--- config.mk ---
export PLATFORM = sky130hd
export DESIGN_NAME = base64url_encoder
export DESIGN_NICKNAME = d
export VERILOG_FILES = /design/src/rtl/b64u_pkg.sv /design/src/rtl/b64u_front.sv /design/src/rtl/b64u_fifo.sv /design/src/rtl/b64u_back.sv /design/src/rtl/base64url_encoder.sv
export SDC_FILE = /design/constraint.sdc
export NUM_CORES = 1
export LEC_CHECK = 0
export CELL_PAD_IN_SITES_DETAIL_PLACEMENT = 1
export CELL_PAD_IN_SITES_GLOBAL_PLACEMENT = 1
export CORE_AREA = 2 2 100 102
export DETAILED_ROUTE_END_ITERATION = 6
export DIE_AREA = 0 0 102 104
export DONT_BUFFER_PORTS = 1
export HOLD_SLACK_MARGIN = 0.12
export PLACE_DENSITY = 0.72
export SETUP_SLACK_MARGIN = 0.15
export SYNTH_ARGS = -nofsm -noshare
export SYNTH_HDL_FRONTEND = slang
export SYNTH_SLANG_ARGS = --single-unit
export TNS_END_PERCENT = 50
--- constraint.sdc ---
create_clock -name clk -period 3.8 [get_ports clk]
set_input_delay 0.19 -clock clk [delete_from_list [all_inputs] [get_ports clk]]
set_output_delay 0.19 -clock clk [all_outputs]
set_load 0.01 [all_outputs]
--- src/rtl/b64u_pkg.sv ---
`default_nettype none
// ----------------------------------------------------------------------------
// b64u_pkg
// Shared types, constants and the character map for the base64url encoder.
// ----------------------------------------------------------------------------
package b64u_pkg;

  localparam int unsigned QUEUE_DEPTH = 2;

  localparam logic [1:0] POS_EMPTY = 2'd0;
  localparam logic [1:0] POS_ONE   = 2'd1;
  localparam logic [1:0] POS_TWO   = 2'd2;

  // Group handed from the front to the back: 24-bit chunk, MSB first,
  // and the index of the last sextet to emit (1..3).
  typedef struct packed {
    logic [23:0] chunk;
    logic [1:0]  last_idx;
  } grp_t;

  // URL-safe alphabet: A-Z, a-z, 0-9, '-', '_'
  function automatic logic [7:0] b64u_char(input logic [5:0] v);
    logic [7:0] c;
    c = 8'h00;
    if (v < 6'd26) begin
      c = 8'h41 + {2'b00, v};
    end else if (v < 6'd52) begin
      c = 8'h61 + {2'b00, v} - 8'd26;
    end else if (v < 6'd62) begin
      c = 8'h30 + {2'b00, v} - 8'd52;
    end else if (v == 6'd62) begin
      c = 8'h2d;
    end else begin
      c = 8'h5f;
    end
    return c;
  endfunction

endpackage
`default_nettype wire

--- src/rtl/b64u_front.sv ---
`default_nettype none
// ----------------------------------------------------------------------------
// b64u_front
// Collects input bytes into groups and pushes full or message-ending groups.
// ----------------------------------------------------------------------------
module b64u_front
  import b64u_pkg::*;
(
  input  wire logic       clk,
  input  wire logic       rst_n,
  input  wire logic       in_valid,
  input  wire logic [7:0] in_byte,
  input  wire logic       in_eom,
  output logic            in_ready,
  output logic            push_valid,
  output grp_t            push_data,
  input  wire logic       push_ready
);

  logic [15:0] pending_r, pending_nxt;
  logic [1:0]  pos_r, pos_nxt;
  logic [1:0]  pos;
  logic        take;

  assign in_ready = push_ready;
  assign take     = in_valid && push_ready;
  // unused position 3 behaves as empty
  assign pos      = (pos_r == 2'd3) ? POS_EMPTY : pos_r;

  always_comb begin
    pending_nxt         = pending_r;
    pos_nxt             = pos_r;
    push_valid          = 1'b0;
    push_data.chunk     = 24'd0;
    push_data.last_idx  = 2'd3;
    unique case (pos)
      POS_EMPTY: begin
        push_data.chunk    = {in_byte, 16'd0};
        push_data.last_idx = 2'd1;
        push_valid         = in_valid && in_eom;
      end
      POS_ONE: begin
        push_data.chunk    = {pending_r[15:8], in_byte, 8'd0};
        push_data.last_idx = 2'd2;
        push_valid         = in_valid && in_eom;
      end
      default: begin
        push_data.chunk    = {pending_r, in_byte};
        push_data.last_idx = 2'd3;
        push_valid         = in_valid;
      end
    endcase
    if (take) begin
      if (push_valid) begin
        pending_nxt = 16'd0;
        pos_nxt     = POS_EMPTY;
      end else if (pos == POS_EMPTY) begin
        pending_nxt = {in_byte, 8'd0};
        pos_nxt     = POS_ONE;
      end else begin
        pending_nxt = {pending_r[15:8], in_byte};
        pos_nxt     = POS_TWO;
      end
    end
  end

  always_ff @(posedge clk) begin
    if (!rst_n) begin
      pending_r <= 16'd0;
      pos_r     <= POS_EMPTY;
    end else begin
      pending_r <= pending_nxt;
      pos_r     <= pos_nxt;
    end
  end

endmodule
`default_nettype wire

--- src/rtl/b64u_fifo.sv ---
`default_nettype none
// ----------------------------------------------------------------------------
// b64u_fifo
// Short group queue between front and back.
// ----------------------------------------------------------------------------
module b64u_fifo
  import b64u_pkg::*;
#(
  parameter int unsigned DEPTH = QUEUE_DEPTH
) (
  input  wire logic clk,
  input  wire logic rst_n,
  input  wire logic wr_valid,
  input  wire grp_t wr_data,
  output logic      wr_ready,
  output logic      rd_valid,
  output grp_t      rd_data,
  input  wire logic rd_ready
);

  localparam int unsigned AW = (DEPTH > 1) ? $clog2(DEPTH) : 1;
  localparam int unsigned CW = $clog2(DEPTH + 1);

  grp_t          mem [DEPTH];
  logic [AW-1:0] wr_ptr_r, wr_ptr_nxt;
  logic [AW-1:0] rd_ptr_r, rd_ptr_nxt;
  logic [CW-1:0] count_r, count_nxt;
  logic          wr_en, rd_en;

  assign wr_ready = (count_r != CW'(DEPTH));
  assign rd_valid = (count_r != '0);
  assign rd_data  = mem[rd_ptr_r];
  assign wr_en    = wr_valid && wr_ready;
  assign rd_en    = rd_valid && rd_ready;

  always_comb begin
    wr_ptr_nxt = wr_ptr_r;
    rd_ptr_nxt = rd_ptr_r;
    count_nxt  = count_r;
    if (wr_en) begin
      wr_ptr_nxt = (wr_ptr_r == AW'(DEPTH - 1)) ? '0 : wr_ptr_r + 1'b1;
    end
    if (rd_en) begin
      rd_ptr_nxt = (rd_ptr_r == AW'(DEPTH - 1)) ? '0 : rd_ptr_r + 1'b1;
    end
    if (wr_en && !rd_en) begin
      count_nxt = count_r + 1'b1;
    end else if (rd_en && !wr_en) begin
      count_nxt = count_r - 1'b1;
    end
  end

  always_ff @(posedge clk) begin
    if (wr_en) begin
      mem[wr_ptr_r] <= wr_data;
    end
  end

  always_ff @(posedge clk) begin
    if (!rst_n) begin
      wr_ptr_r <= '0;
      rd_ptr_r <= '0;
      count_r  <= '0;
    end else begin
      wr_ptr_r <= wr_ptr_nxt;
      rd_ptr_r <= rd_ptr_nxt;
      count_r  <= count_nxt;
    end
  end

`ifndef SYNTHESIS
  a_count_max: assert property (@(posedge clk) disable iff (!rst_n)
    count_r <= CW'(DEPTH))
    else $error("queue count above depth");

  a_count_track: assert property (@(posedge clk) disable iff (!rst_n)
    (wr_en && !rd_en) |=> (count_r == $past(count_r) + 1'b1))
    else $error("queue count missed a write");

  a_ptr_gap: assert property (@(posedge clk) disable iff (!rst_n)
    (count_r == '0) |-> (wr_ptr_r == rd_ptr_r))
    else $error("empty queue with pointer gap");
`endif

endmodule
`default_nettype wire

--- src/rtl/b64u_back.sv ---
`default_nettype none
// ----------------------------------------------------------------------------
// b64u_back
// Takes groups off the queue and sends one character per transfer.
// ----------------------------------------------------------------------------
module b64u_back
  import b64u_pkg::*;
(
  input  wire logic       clk,
  input  wire logic       rst_n,
  input  wire logic       grp_valid,
  input  wire grp_t       grp_data,
  output logic            grp_ready,
  output logic            out_valid,
  output logic [7:0]      out_char,
  output logic            out_last,
  input  wire logic       out_ready
);

  logic       busy_r, busy_nxt;
  grp_t       ent_r, ent_nxt;
  logic [1:0] idx_r, idx_nxt;
  logic       oval_r, oval_nxt;
  logic [7:0] ochar_r, ochar_nxt;
  logic       olast_r, olast_nxt;
  logic       out_free, emit, is_last;
  logic [5:0] sextet;

  assign out_free  = !oval_r || out_ready;
  assign emit      = busy_r && out_free;
  assign is_last   = (idx_r == ent_r.last_idx);
  assign grp_ready = !busy_r || (emit && is_last);

  always_comb begin
    unique case (idx_r)
      2'd0:    sextet = ent_r.chunk[23:18];
      2'd1:    sextet = ent_r.chunk[17:12];
      2'd2:    sextet = ent_r.chunk[11:6];
      default: sextet = ent_r.chunk[5:0];
    endcase
  end

  always_comb begin
    busy_nxt  = busy_r;
    ent_nxt   = ent_r;
    idx_nxt   = idx_r;
    oval_nxt  = oval_r;
    ochar_nxt = ochar_r;
    olast_nxt = olast_r;
    if (emit) begin
      oval_nxt  = 1'b1;
      ochar_nxt = b64u_char(sextet);
      olast_nxt = is_last;
      idx_nxt   = idx_r + 1'b1;
      if (is_last) begin
        busy_nxt = 1'b0;
      end
    end else if (out_ready) begin
      oval_nxt = 1'b0;
    end
    if (grp_valid && grp_ready) begin
      busy_nxt = 1'b1;
      ent_nxt  = grp_data;
      idx_nxt  = 2'd0;
    end
  end

  always_ff @(posedge clk) begin
    if (!rst_n) begin
      busy_r <= 1'b0;
      idx_r  <= 2'd0;
      oval_r <= 1'b0;
    end else begin
      busy_r <= busy_nxt;
      idx_r  <= idx_nxt;
      oval_r <= oval_nxt;
    end
    ent_r   <= ent_nxt;
    ochar_r <= ochar_nxt;
    olast_r <= olast_nxt;
  end

  assign out_valid = oval_r;
  assign out_char  = ochar_r;
  assign out_last  = olast_r;

`ifndef SYNTHESIS
  a_emit_busy: assert property (@(posedge clk) disable iff (!rst_n)
    $rose(oval_r) |-> $past(busy_r))
    else $error("character sent with no group loaded");

  a_idx_range: assert property (@(posedge clk) disable iff (!rst_n)
    busy_r |-> (idx_r <= ent_r.last_idx))
    else $error("sextet index past end of group");

  a_last_ends: assert property (@(posedge clk) disable iff (!rst_n)
    (emit && is_last && !grp_valid) |=> !busy_r)
    else $error("group still busy after its last character");
`endif

endmodule
`default_nettype wire

--- src/rtl/base64url_encoder.sv ---
`default_nettype none
// Path: a byte that closes a group or a message goes through the group queue,
//   the group register and the output register of the back end to out_tvalid.
// Throughput: one input byte per cycle while the group queue has room; the
//   output register sends one character per cycle while out_tready is high,
//   so a steady stream's rate is set by the single character path of the back end.
// Reset: synchronous rst_n clears the pending group, the queue and out_tvalid.
// ----------------------------------------------------------------------------
// base64url_encoder
// Streaming unpadded base64url encoder: bytes in, URL-safe characters out.
// ----------------------------------------------------------------------------
module base64url_encoder
  import b64u_pkg::*;
#(
  parameter int unsigned QDEPTH = QUEUE_DEPTH
) (
  input  wire logic       clk,
  input  wire logic       rst_n,
  input  wire logic       in_tvalid,
  output logic            in_tready,
  input  wire logic [7:0] in_tdata,   // [7:0] data_byte
  input  wire logic       in_tlast,   // end_of_message
  output logic            out_tvalid,
  input  wire logic       out_tready,
  output logic [7:0]      out_tdata,  // [7:0] out_char
  output logic            out_tlast   // last_char
);

  // front -> queue
  logic push_valid, push_ready;
  grp_t push_data;
  // queue -> back
  logic pop_valid, pop_ready;
  grp_t pop_data;

  // Front: tracks group position and the two held bytes; a transfer that
  // completes a group or ends a message pushes the whole chunk.
  b64u_front u_front (
    .clk        (clk),
    .rst_n      (rst_n),
    .in_valid   (in_tvalid),
    .in_byte    (in_tdata),
    .in_eom     (in_tlast),
    .in_ready   (in_tready),
    .push_valid (push_valid),
    .push_data  (push_data),
    .push_ready (push_ready)
  );

  // Queue decouples byte intake from character output.
  b64u_fifo #(
    .DEPTH (QDEPTH)
  ) u_fifo (
    .clk      (clk),
    .rst_n    (rst_n),
    .wr_valid (push_valid),
    .wr_data  (push_data),
    .wr_ready (push_ready),
    .rd_valid (pop_valid),
    .rd_data  (pop_data),
    .rd_ready (pop_ready)
  );

  // Back: walks the sextets of one group, maps each to ASCII and drives the
  // registered output; tlast marks the final character of the group.
  b64u_back u_back (
    .clk       (clk),
    .rst_n     (rst_n),
    .grp_valid (pop_valid),
    .grp_data  (pop_data),
    .grp_ready (pop_ready),
    .out_valid (out_tvalid),
    .out_char  (out_tdata),
    .out_last  (out_tlast),
    .out_ready (out_tready)
  );

endmodule
`default_nettype wire
==> impl_metrics.csv <==
group,metric,value,unit
worst_setup_path,crit_type,"reg -> reg",
route,firstDrtPassIters,4,
finish,regArea,3130,µm²
timing,drv_slew,0,
timing,worst_hold_slack,0.190,ns
worst_hold_path,worstHoldPathType,"in -> reg",
global_routing,grt_overflow_total,0,
finish,final_cell_mix,"edfxtp_1, mux2_2, a22o_1, dfxtp_1, nand2_1",
finish,fin_nets,402,
synthesis,synth-edff-count,87,
timing,worst_pin_slew,0.926,ns
synthesis,synthesis.nets,379,
timing,fin_crit_sh,80.6,%
route,vias,2899,
timing,setup_tns,0,ns
global_routing,grt_pass1_vias,3115,
finish,drive_above_1_share,18.5,%
worst_setup_path,cp_cell_sequence,"inv_1 > ha_1 > a222oi_1 > mux2_2 > inv_1 > ha_1 > inv_1 > a21oi_1 > nor2_1 > mux2_4 > o22ai_1",
route,first_iter_violations,167,
synthesis,async_flop_share,0,%
power,max-vdd-ir-drop,0.000344,V
global_routing,antenna_found_initial,0,
timing,finClkSkew,0.0163,ns
timing,slew_headroom,37.8,%
worst_setup_path,cpLargestDelayFamily,"compound AO/OA/AOI/OAI gates",
route,remaining_drc_errors,0,
clock_tree,clk_pin_slew_worst_paths,0.06,ns
timing,fmax,0.327,GHz
synthesis,seq_area_frac_synth,65.1,%
synthesis,avgSynthCellArea,13.6,µm²
clock_tree,cts-htree-levels,4,
run_status,status,"complete, no violations",
worst_setup_path,slowest_delay,0.49,ns
synthesis,yosys-top-cells-area,"edfxtp_1, dfxtp_1, mux2_2",
synthesis,ys_warn_count,0,
finish,layout_commonest_cell,"edfxtp_1",
route,ant_nets,0,
synthesis,synthCells,354,
timing,setup_viol,0,
die,die_area,10600,µm²
worst_setup_path,path_max_fanout,8,
global_routing,grt_pass1_wl,16.5,mm
clock_tree,clock_sinks,113,
worst_setup_path,required,4.02,ns
finish,multiInputGateArea,1560,µm²
worst_setup_path,cp-end-kind,"register",
finish,fin_cells,523,
timing,min_period,3.06,ns
timing,finalHoldViolations,0,
die,die_h,104,µm
die,ios,24,
synthesis,synth_top_area_share,54.3,%
route,avgRoutedWirePerCell,19.6,µm
clock_tree,cts_tree,"done",
worst_setup_path,cp_data_arrival_time,3.28,ns
synthesis,ys_ff_latch,113,
worst_setup_path,start_kind,"register",
timing,rsz0062_at_grt,"no",
worst_setup_path,cpMaxStageDelayCell,"a222oi_1",
finish,fillers,940,
placed_design,gp_congestion,0.887,
clock_tree,clock_path_buffers,2,
global_routing,grt_use_total,21.0,%
synthesis,ys.flop_type,"edfxtp_1",
clock_tree,cts_buffers,17,
clock_tree,clock_latency,0.51,ns
route,via_per_inst,5.54,
worst_setup_path,path_common_cell,"inv_1",
placed_design,pre_cts_slack,0.766,ns
power,power_density,870,nW/µm²
power,leakage,2.05,nW
placed_design,dp_hpwl,6.59,mm
finish,final_area,5700,µm²
die,initial_core_util,50.4,%
clock_tree,root_buffer,"clkbuf_8",
finish,antenna_cells,0,
die,die_x,102,µm
global_routing,grt_max_degree,30,
job,maxCapViolCount,0,
finish,synthToLayoutAreaGrowth,18.4,%
worst_setup_path,path_buf_inv,3,
timing,fin_ws,0.738,ns
synthesis,yosysUniqueCellTypes,46,
synthesis,synth_top_cell_by_area,"edfxtp_1",
route,drt_wl_total,10.2,mm
placed_design,io_buffer_count,0,
synthesis,synth_area,4810,µm²
die,fp-row-count,36,
placed_design,dpl-instance-area,4970,µm²
placed_design,placed_cells,479,
die,core-area,9550,µm²
state kept, by name (all words and copies together), names as in the netlist:
name,flops
u_fifo.rd_ptr_r,1
u_fifo.count_r,2
u_front.pos_r,2
u_fifo.wr_ptr_r,1
u_back.idx_r,2
u_back.out_last,1
u_back.out_char,8
u_front.pending_r,16
u_back.out_valid,1
u_fifo.mem,52
u_back.busy_r,1
u_back.ent_r,26
worst reg2reg max path, stage by stage, from the launching register on:
cell and delay, ns:
dfxtp_1 0.40, inv_1 0.12, ha_1 0.31, a222oi_1 0.49, mux2_2 0.34, inv_1 0.12, ha_1 0.29, inv_1 0.17
a21oi_1 0.12, nor2_1 0.19, mux2_4 0.17, o22ai_1 0.06
cells by family (layout without fill, tap and decap cells):
kind of cell | Yosys count | in the layout | share of synthesized area [%]
flip-flops | 113 | 113 | 65.1
buffers and inverters | 33 | 69 | 2.60
multiplexers | 35 | 35 | 8.22
XOR/XNOR | 7 | 7 | 1.27
AO/OA/AOI/OAI | 77 | 77 | 12.1
adder cells (fa/ha/maj) | 12 | 12 | 3.12
AND/OR/NAND/NOR | 77 | 77 | 7.57
timing repair:
action | CTS | global route
setup buffers | 0 | 0
resized for setup | 0 | 0
hold endpoints to repair | 74 | 0
hold buffers | 12 | 0
setup endpoints to repair | 0 | 0
synthesized netlist by cell type, types with 5 or more instances:
library cell / n
dfxtp_1: 26
nand2_1: 24
edfxtp_1: 87
a21oi_1: 10
nand3_1: 6
a22o_1: 26
ha_1: 12
clkbuf_1: 10
inv_1: 20
nor2_1: 15
mux2_2: 29
and2_1: 11
nor3_1: 10
o21ai_0: 14
a222oi_1: 5
layer usage:
metal	part of all wire [%]	global-route usage, %	vias up
met2	52	33.9	63
met3	2.6	4.91	9
met4	1.3	8.95	0
met1	44	26.9	1442
met5	0	0	-
li1	-	-	1385
area by class of cell:
| class | instances | share of cell area, % |
|---|---|---|
| Clock inverter | 14 | 3.32 |
| Inverter | 21 | 1.38 |
| Timing Repair Buffer | 16 | 2.64 |
| Sequential cell | 113 | 55.0 |
| Multi-Input combinational cell | 208 | 27.4 |
| Clock buffer | 18 | 7.34 |
| Tap cell | 133 | 2.92 |
report_power, final:
part           switching (mW)  internal, mW
combinational           0.907         0.566
clock                   0.551          1.06
sequential              0.137          1.73
total                    1.60          3.36
worst paths after layout:
check	cells after the start	slack (ns)	to	start
worst max-delay path	11	0.74	u_back.out_char[2]$_DFFE_PP_	u_back.idx_r[0]$_SDFFE_PP0P_
worst min-delay path	2	0.19	u_fifo.mem[0][1]$_DFFE_PP_	in_tlast
worst max register to register	11	0.74	u_back.out_char[2]$_DFFE_PP_	u_back.idx_r[0]$_SDFFE_PP0P_
worst min register to register	1	0.48	u_front.pending_r[8]$_SDFFE_PN0P_	u_front.pending_r[8]$_SDFFE_PN0P_
stage by stage:
| stage | power (mW) | util, % |
|---|---|---|
| finish | 4.96 | 59.7 |
| global route | 5.24 | 59.7 |
| CTS | 4.99 | 59.7 |
| detailed placement | 3.33 | 52.0 |
| global placement | 3.27 | 52.0 |
| floorplan | 2.95 | - |
Note: power is estimated with default switching activity, not from simulation.
